===== config.mk =====
export PLATFORM = sky130hd
export DESIGN_NAME = flux_stream_byte_decoder
export DESIGN_NICKNAME = d
export VERILOG_FILES = /design/src/rtl/fsbd_pkg.sv /design/src/rtl/flux_stream_byte_decoder.sv
export SDC_FILE = /design/constraint.sdc
export NUM_CORES = 2
export LEC_CHECK = 0
export ABC_AREA = 1
export BUFFER_PORTS_ARGS = -buffer_cell sky130_fd_sc_hd__buf_2
export CAP_MARGIN = 10
export CORE_MARGIN = 3
export CORE_UTILIZATION = 50
export CTS_CLUSTER_SIZE = 30
export DETAILED_ROUTE_END_ITERATION = 7
export GPL_ROUTABILITY_DRIVEN = 0
export PLACE_DENSITY = 0.77
export SYNTH_ARGS = -nofsm -noshare
export SYNTH_HDL_FRONTEND = slang
export SYNTH_SLANG_ARGS = --single-unit

===== constraint.sdc =====
create_clock -name clk -period 16.42 [get_ports clk]
set_input_delay 0.821 -clock clk [delete_from_list [all_inputs] [get_ports clk]]
set_output_delay 0.821 -clock clk [all_outputs]
set_load 0.005 [all_outputs]

===== src/rtl/fsbd_pkg.sv =====
// Package: types and constants for the flux stream byte decoder.
`timescale 1ns / 1ps

package fsbd_pkg;

  typedef enum logic [2:0] {
    PH_CMD    = 3'd0,
    PH_F2_LO  = 3'd1,
    PH_F3_HI  = 3'd2,
    PH_F3_LO  = 3'd3,
    PH_SKIP   = 3'd4,
    PH_OOB_TY = 3'd5,
    PH_OOB_SL = 3'd6,
    PH_OOB_SH = 3'd7
  } phase_t;

  typedef enum logic [1:0] {
    KIND_END   = 2'd0,
    KIND_FLUX  = 2'd1,
    KIND_INDEX = 2'd2
  } kind_t;

  typedef enum logic [1:0] {
    REASON_NONE  = 2'd0,
    REASON_END   = 2'd1,
    REASON_TRUNC = 2'd2,
    REASON_LIMIT = 2'd3
  } reason_t;

  typedef enum logic [1:0] {
    CFG_MAX_FLUX  = 2'd0,
    CFG_MAX_INDEX = 2'd1,
    CFG_NS_SCALE  = 2'd2
  } cfg_idx_t;

  // command bytes
  localparam logic [7:0] CMD_FLUX2_MAX = 8'h07;
  localparam logic [7:0] CMD_NOP1      = 8'h08;
  localparam logic [7:0] CMD_NOP2      = 8'h09;
  localparam logic [7:0] CMD_NOP3      = 8'h0A;
  localparam logic [7:0] CMD_OVL16     = 8'h0B;
  localparam logic [7:0] CMD_FLUX3     = 8'h0C;
  localparam logic [7:0] CMD_OOB       = 8'h0D;

  // out-of-band block types
  localparam logic [7:0] OOB_INDEX  = 8'h02;
  localparam logic [7:0] OOB_STREND = 8'h03;
  localparam logic [7:0] OOB_EOF    = 8'h0D;

  localparam logic [15:0] INDEX_MIN_SIZE = 16'd8;
  localparam logic [31:0] OVL_TICKS      = 32'h0001_0000;
  localparam logic [63:0] ROUND_HALF     = 64'h0000_0000_0080_0000;

  localparam logic [23:0] MAX_FLUX_RST = 24'hFF_FFFF;
  localparam logic [4:0]  MAX_IDX_RST  = 5'd16;
  localparam logic [31:0] NS_SCALE_RST = 32'd698252662;

endpackage


===== src/rtl/flux_stream_byte_decoder.sv =====
// Top level: flux stream byte decoder, parse, tick scaling and result register.
`timescale 1ns / 1ps

// channel  | handshake            | payload
// ---------+----------------------+------------------------------------------
// in       | in_valid / in_ready  | in_stream_byte, in_last_byte
// out      | out_valid/out_ready  | out_kind, out_flux_ns, out_index_flux_pos,
//          |                      | out_stream_done, out_stop_reason,
//          |                      | out_total_flux, out_total_index
// cfg      | cfg_valid/cfg_ready  | cfg_index, cfg_data (cfg_ready always high)
//
// One word per cycle. Four register stages: input, parse, 32x32 multiply,
// round/saturate into the output register. The parse stage updates stream
// state as each accepted byte passes it, so that stage sets the rate.
// The whole pipeline holds while the output register is full and out_ready
// is low; in_ready follows that. Reset (rst_n low, synchronous) clears the
// stream state and loads the register defaults.

module flux_stream_byte_decoder (
  input  logic        clk,
  input  logic        rst_n,
  input  logic        in_valid,
  output logic        in_ready,
  input  logic [7:0]  in_stream_byte,
  input  logic        in_last_byte,
  output logic        out_valid,
  input  logic        out_ready,
  output logic [1:0]  out_kind,
  output logic [31:0] out_flux_ns,
  output logic [23:0] out_index_flux_pos,
  output logic        out_stream_done,
  output logic [1:0]  out_stop_reason,
  output logic [23:0] out_total_flux,
  output logic [4:0]  out_total_index,
  input  logic        cfg_valid,
  output logic        cfg_ready,
  input  logic [1:0]  cfg_index,
  input  logic [31:0] cfg_data
);

  logic advance;

  // config registers
  logic [23:0] max_flux_r;
  logic [4:0]  max_idx_r;
  logic [31:0] ns_scale_r;

  // input stage
  logic        v1_r;
  logic [7:0]  byte_r;
  logic        last_r;

  // stream state
  fsbd_pkg::phase_t  phase_r, phase_nxt;
  logic [16:0]       skip_r, skip_nxt;
  logic [7:0]        type_r, type_nxt;
  logic [15:0]       held_r, held_nxt;
  logic [31:0]       ovf_r, ovf_nxt;
  logic [23:0]       fcnt_r, fcnt_nxt;
  logic [4:0]        icnt_r, icnt_nxt;
  logic              stop_r, stop_nxt;
  fsbd_pkg::reason_t code_r, code_nxt;

  // parse results
  logic              emit;
  fsbd_pkg::kind_t   kind;
  logic [31:0]       ticks;
  logic [23:0]       ipos;
  fsbd_pkg::reason_t reason;
  logic              take;
  logic [15:0]       raw;
  logic [15:0]       size;
  logic [23:0]       fcnt_inc;

  // parse stage
  logic        v2_r;
  logic [31:0] ticks_r;
  logic [1:0]  kind2_r;
  logic [23:0] ipos2_r;
  logic        done2_r;
  logic [1:0]  reason2_r;
  logic [23:0] tflux2_r;
  logic [4:0]  tidx2_r;

  // multiply stage
  logic        v3_r;
  logic [63:0] prod_r;
  logic [1:0]  kind3_r;
  logic [23:0] ipos3_r;
  logic        done3_r;
  logic [1:0]  reason3_r;
  logic [23:0] tflux3_r;
  logic [4:0]  tidx3_r;

  // round stage
  logic [63:0] rounded;
  logic [31:0] ns_sat;

  // output register
  logic        out_valid_r;
  logic [31:0] ns_r;
  logic [1:0]  kind_o_r;
  logic [23:0] ipos_o_r;
  logic        done_o_r;
  logic [1:0]  reason_o_r;
  logic [23:0] tflux_o_r;
  logic [4:0]  tidx_o_r;

  assign advance   = !out_valid_r || out_ready;
  assign in_ready  = advance;
  assign cfg_ready = 1'b1;

  always_comb begin
    phase_nxt = phase_r;
    skip_nxt  = skip_r;
    type_nxt  = type_r;
    held_nxt  = held_r;
    ovf_nxt   = ovf_r;
    fcnt_nxt  = fcnt_r;
    icnt_nxt  = icnt_r;
    stop_nxt  = stop_r || (fcnt_r >= max_flux_r);
    code_nxt  = stop_r ? code_r : fsbd_pkg::REASON_LIMIT;
    emit      = 1'b0;
    kind      = fsbd_pkg::KIND_END;
    ticks     = 32'd0;
    ipos      = 24'd0;
    reason    = fsbd_pkg::REASON_NONE;
    take      = 1'b0;
    raw       = 16'd0;
    size      = {byte_r, held_r[7:0]};
    fcnt_inc  = fcnt_r + 24'd1;

    if (!stop_nxt) begin
      unique case (phase_r)
        fsbd_pkg::PH_CMD: begin
          priority if (byte_r == fsbd_pkg::CMD_OOB) begin
            phase_nxt = fsbd_pkg::PH_OOB_TY;
          end else if (byte_r <= fsbd_pkg::CMD_FLUX2_MAX) begin
            held_nxt  = {13'd0, byte_r[2:0]};
            phase_nxt = fsbd_pkg::PH_F2_LO;
          end else if (byte_r == fsbd_pkg::CMD_NOP1) begin
            phase_nxt = fsbd_pkg::PH_CMD;
          end else if (byte_r == fsbd_pkg::CMD_NOP2) begin
            skip_nxt  = 17'd1;
            phase_nxt = fsbd_pkg::PH_SKIP;
          end else if (byte_r == fsbd_pkg::CMD_NOP3) begin
            skip_nxt  = 17'd2;
            phase_nxt = fsbd_pkg::PH_SKIP;
          end else if (byte_r == fsbd_pkg::CMD_OVL16) begin
            ovf_nxt = ovf_r + fsbd_pkg::OVL_TICKS;
          end else if (byte_r == fsbd_pkg::CMD_FLUX3) begin
            phase_nxt = fsbd_pkg::PH_F3_HI;
          end else begin
            take = 1'b1;
            raw  = {8'd0, byte_r};
          end
        end
        fsbd_pkg::PH_F2_LO, fsbd_pkg::PH_F3_LO: begin
          take      = 1'b1;
          raw       = {held_r[7:0], byte_r};
          held_nxt  = 16'd0;
          phase_nxt = fsbd_pkg::PH_CMD;
        end
        fsbd_pkg::PH_F3_HI: begin
          held_nxt  = {8'd0, byte_r};
          phase_nxt = fsbd_pkg::PH_F3_LO;
        end
        fsbd_pkg::PH_SKIP: begin
          skip_nxt = skip_r - 17'd1;
          if (skip_r == 17'd1) begin
            phase_nxt = fsbd_pkg::PH_CMD;
          end
        end
        fsbd_pkg::PH_OOB_TY: begin
          type_nxt  = byte_r;
          phase_nxt = fsbd_pkg::PH_OOB_SL;
        end
        fsbd_pkg::PH_OOB_SL: begin
          held_nxt  = {8'd0, byte_r};
          phase_nxt = fsbd_pkg::PH_OOB_SH;
        end
        fsbd_pkg::PH_OOB_SH: begin
          held_nxt  = 16'd0;
          skip_nxt  = {1'b0, size};
          phase_nxt = (size == 16'd0) ? fsbd_pkg::PH_CMD : fsbd_pkg::PH_SKIP;
          priority if (type_r == fsbd_pkg::OOB_INDEX && size >= fsbd_pkg::INDEX_MIN_SIZE
                       && icnt_r < max_idx_r) begin
            emit     = 1'b1;
            kind     = fsbd_pkg::KIND_INDEX;
            ipos     = fcnt_r;
            icnt_nxt = icnt_r + 5'd1;
          end else if (type_r == fsbd_pkg::OOB_STREND || type_r == fsbd_pkg::OOB_EOF) begin
            skip_nxt  = skip_r;
            stop_nxt  = 1'b1;
            code_nxt  = fsbd_pkg::REASON_END;
            phase_nxt = fsbd_pkg::PH_CMD;
          end else begin
            emit = 1'b0;
          end
        end
      endcase
    end

    if (take) begin
      emit     = 1'b1;
      kind     = fsbd_pkg::KIND_FLUX;
      ticks    = {16'd0, raw} + ovf_r;
      ovf_nxt  = 32'd0;
      fcnt_nxt = fcnt_inc;
      if (fcnt_inc >= max_flux_r) begin
        stop_nxt = 1'b1;
        code_nxt = fsbd_pkg::REASON_LIMIT;
      end
    end

    if (last_r) begin
      if (stop_nxt) begin
        reason = code_nxt;
      end else if (phase_nxt != fsbd_pkg::PH_CMD && phase_nxt != fsbd_pkg::PH_SKIP) begin
        reason = fsbd_pkg::REASON_TRUNC;
      end
    end
  end

  assign rounded = prod_r + fsbd_pkg::ROUND_HALF;
  assign ns_sat  = (|rounded[63:56]) ? 32'hFFFF_FFFF : rounded[55:24];

  // control state
  always_ff @(posedge clk) begin
    if (!rst_n) begin
      max_flux_r  <= fsbd_pkg::MAX_FLUX_RST;
      max_idx_r   <= fsbd_pkg::MAX_IDX_RST;
      ns_scale_r  <= fsbd_pkg::NS_SCALE_RST;
      v1_r        <= 1'b0;
      v2_r        <= 1'b0;
      v3_r        <= 1'b0;
      out_valid_r <= 1'b0;
      phase_r     <= fsbd_pkg::PH_CMD;
      skip_r      <= 17'd0;
      type_r      <= 8'd0;
      held_r      <= 16'd0;
      ovf_r       <= 32'd0;
      fcnt_r      <= 24'd0;
      icnt_r      <= 5'd0;
      stop_r      <= 1'b0;
      code_r      <= fsbd_pkg::REASON_NONE;
    end else begin
      if (cfg_valid) begin
        unique case (cfg_index)
          fsbd_pkg::CFG_MAX_FLUX:  max_flux_r <= cfg_data[23:0];
          fsbd_pkg::CFG_MAX_INDEX: max_idx_r  <= cfg_data[4:0];
          fsbd_pkg::CFG_NS_SCALE:  ns_scale_r <= cfg_data;
          default: ;
        endcase
      end
      if (advance) begin
        v1_r        <= in_valid;
        v2_r        <= v1_r && (emit || last_r);
        v3_r        <= v2_r;
        out_valid_r <= v3_r;
        if (v1_r) begin
          if (last_r) begin
            phase_r <= fsbd_pkg::PH_CMD;
            skip_r  <= 17'd0;
            type_r  <= 8'd0;
            held_r  <= 16'd0;
            ovf_r   <= 32'd0;
            fcnt_r  <= 24'd0;
            icnt_r  <= 5'd0;
            stop_r  <= 1'b0;
            code_r  <= fsbd_pkg::REASON_NONE;
          end else begin
            phase_r <= phase_nxt;
            skip_r  <= skip_nxt;
            type_r  <= type_nxt;
            held_r  <= held_nxt;
            ovf_r   <= ovf_nxt;
            fcnt_r  <= fcnt_nxt;
            icnt_r  <= icnt_nxt;
            stop_r  <= stop_nxt;
            code_r  <= code_nxt;
          end
        end
      end
    end
  end

  // datapath
  always_ff @(posedge clk) begin
    if (advance) begin
      byte_r    <= in_stream_byte;
      last_r    <= in_last_byte;
      ticks_r   <= ticks;
      kind2_r   <= kind;
      ipos2_r   <= ipos;
      done2_r   <= last_r;
      reason2_r <= reason;
      tflux2_r  <= fcnt_nxt;
      tidx2_r   <= icnt_nxt;
      prod_r    <= ticks_r * ns_scale_r;
      kind3_r   <= kind2_r;
      ipos3_r   <= ipos2_r;
      done3_r   <= done2_r;
      reason3_r <= reason2_r;
      tflux3_r  <= tflux2_r;
      tidx3_r   <= tidx2_r;
      ns_r       <= ns_sat;
      kind_o_r   <= kind3_r;
      ipos_o_r   <= ipos3_r;
      done_o_r   <= done3_r;
      reason_o_r <= reason3_r;
      tflux_o_r  <= tflux3_r;
      tidx_o_r   <= tidx3_r;
    end
  end

  assign out_valid          = out_valid_r;
  assign out_kind           = kind_o_r;
  assign out_flux_ns        = ns_r;
  assign out_index_flux_pos = ipos_o_r;
  assign out_stream_done    = done_o_r;
  assign out_stop_reason    = reason_o_r;
  assign out_total_flux     = tflux_o_r;
  assign out_total_index    = tidx_o_r;

endmodule

==> impl_metrics.json <==
{
  "setup_viol": 0,
  "synth_top_family_by_area": "adder cells",
  "layout_commonest_cell": "inv_1",
  "p_per_area_nw_per_um2": 165,
  "dieArea_um2": 113000,
  "r2r_slack_ps": 8720,
  "synth_fa_ha_area_frac": 0.402,
  "cts-buffers-inserted": 47,
  "synth_cell_types": 57,
  "tns_ps": 0,
  "fin_skew_ps": 56.6,
  "clkSlewWorstSetupHoldPaths_ps": 60,
  "cts.repair.resized": 0,
  "die_y_um": 336,
  "clk-insertion-delay-late_ps": 660,
  "slew_violations": 0,
  "clk_path_buf_depth": 3,
  "hpwl_mm": 112,
  "grt.total_usage": 0.271,
  "dp.cells": 7927,
  "cp-endpoint": "prod_r[48]",
  "syn_inst": 6616,
  "synthSimpleGateAreaFrac": 0.168,
  "gr-max-usage-layer": "met2",
  "cts_tree": "built",
  "static-leakage-power_uw": 0.0320,
  "synth_top_cell_area_share": 0.329,
  "postRouteAntennaNets": 0,
  "drive_gt1_frac": 0.0561,
  "end_kind": "flip-flop",
  "critPathKind": "reg2reg",
  "crit_fanout": 33,
  "finalHoldViolations": 0,
  "die_x_um": 336,
  "synth-seq-cells": 437,
  "htreeDepth": 2,
  "crit_slowest_cell": "dfxtp_2",
  "worst_hold_slack_ps": 345,
  "port_buffers": 139,
  "dr_total_vias": 43500,
  "wl_mm": 150,
  "startpoint_type": "flip-flop",
  "cts_root_buf": "clkbuf_16",
  "grt_first_pass_wirelength_mm": 241,
  "initial_core_util": 0.506,
  "startpoint": "ns_scale_r[8]",
  "hold_buffers": 0,
  "r2r_end": "prod_r[48]",
  "pre_cts_slack_ps": 8750,
  "grt_max_degree": 89,
  "cts_sinks": 437,
  "critPathMaxStageDelay_ps": 990,
  "period_minus_slack_ps": 7700,
  "r2r_cells": 27,
  "avgSynthCellArea_um2": 8.23,
  "required_ps": 16770,
  "synth_top_area_cell": "fa_1",
  "drtIter0Drc": 5009,
  "maxCapViolations": 0,
  "timing.fmax_mhz": 130,
  "viasPerCell": 5.43,
  "routedWlPerCell_um": 18.7,
  "timing.final.crit_share": 0.469,
  "core_um2": 108000,
  "route.detailed.drc": 0,
  "drtPass1Iterations": 6,
  "gr-usage-met2": 0.437,
  "nets": 7837,
  "tightest_slew_ps": 1110,
  "synth_area_um2": 54400,
  "yosys.area_share.xor_xnor": 0.0191,
  "antenna_found_initial": 4,
  "grt_pass1_vias": 45700,
  "post-cts-setup-buffer-count": 0,
  "synthToLayoutAreaGrowth_pct": 6.30,
  "synth_compound_gate_area_share": 0.0492,
  "fin_cells": 8019,
  "multi_input_area_um2": 34800,
  "synthMuxAreaShare": 0,
  "yosysSeqAreaShare": 0.214,
  "rsz0062_at_grt": "no",
  "met1_usage": 0.351,
  "total_power_uw": 9540,
  "arrival_ps": 8050,
  "cp_common_cell": "inv_1",
  "synth.area.top_cells": "fa_1 33%, edfxtp_1 16%, inv_1 13%",
  "finalWorstSetupSlack_ps": 8720,
  "regArea_um2": 11700,
  "r2r-start": "ns_scale_r[8]",
  "use_met3": 0.0640,
  "relSlewSlack": 0.261,
  "final_cell_mix": "1818 x inv_1, 1600 x nand2_1, 895 x fa_1",
  "io_pins": 141,
  "hold_path_class": "in2reg",
  "status": "finished clean",
  "syn_nets": 7878,
  "rows": 120,
  "overflow": 0,
  "n_fill_cell": 9471,
  "yosysWarnings": 0,
  "max-vdd-ir-drop_uv": 372
}
kinds of logic after synthesis:
group,count (synthesis)
DFF,437
buffers and inverters,2119
and+or+nand+nor,2248
AOI/OAI and AO/OA,477
other,2
adders and majority gates,1214
xor gates and xnor gates,119
critical path, delay by kind of cell (launching register included):
| family | cells | cell delay, ps |
|---|---|---|
| AO/OA/AOI/OAI | 1 | 140 |
| XOR/XNOR | 1 | 150 |
| adder cells (fa/ha/maj) | 9 | 4260 |
| buffers and inverters | 9 | 590 |
| flip-flops | 1 | 990 |
| AND/OR/NAND/NOR | 7 | 1260 |
layout make-up:
class,count,area share
multi-input cells,4060,0.601
flip-flops and latches,437,0.201
inverters,1828,0.119
well taps,1403,0.0303
clock buffers,62,0.0230
repair buffers,201,0.0208
clock inverters,25,0.00465
diodes,3,0.000130
registers in the layout, indices dropped and copies added, names as in the netlist, 16 cells and up:
name                cells
ticks_r                32
tflux3_r               24
skip_r                 17
tflux2_r               24
ipos3_r                24
ovf_r                  16
prod_r                 41
max_flux_r             24
ns_scale_r             32
out_flux_ns            32
fcnt_r                 24
ipos2_r                24
out_index_flux_pos     24
out_total_flux         24
per-layer routing:
metal / part of all wire / routed length (um)
met1: 0.38 / 56300
met2: 0.46 / 68700
met3: 0.12 / 17300
met4: 0.050 / 7480
met5: 0.00023 / 35
per-stage QoR:
stage / instance area [um2] / utilization
floorplan: 54400 / -
global placement: 56200 / 0.523
detailed placement: 56200 / 0.523
CTS: 57800 / 0.538
global route: 57900 / 0.538
finish: 57900 / 0.538
how the worst min path moves through the flow:
stage,start,end,slack [ps],cells past startpoint
floorplan,done2_r,done3_r,400,0
global placement,done2_r,done3_r,400,0
detailed placement,ipos2_r[22],ipos3_r[22],400,0
CTS,in_last_byte,last_r,320,1
global route,in_last_byte,last_r,320,1
finish,in_last_byte,last_r,350,1
power by group:
group / internal [uW] / total [uW] / switching, uW / leakage [uW]
Clock: 613 / 1080 / 471 / 0.000789
Sequential: 1450 / 1560 / 111 / 0.00456
Combinational: 2410 / 6900 / 4490 / 0.0267
Total: 4470 / 9540 / 5070 / 0.0320
synth_stat cells (all sizes together):
cell and number:
a21boi 4, clkbuf 260, xor2 93, a21oi 214, nand3b 3, nor4 19
nor3b 3, o311ai 1, a21o 16, dfxtp 149, nor4b 1, edfxtp 288
o31ai 1, nand2 1640, a31o 1, nand3 134, ha 319, or2 3
o21a 11, o21ai 149, o211ai 30, a211oi 14, and3 3, buf 31
fa 895, conb 2, a41oi 1, a221oi 1, o21bai 9, and2 3
o32ai 1, nor3 66, o22ai 11, nand4 43, o2111ai 2, nor2 330
a31oi 11, xnor2 26, inv 1828
No activity file was read; power rests on OpenSTA's default activity.
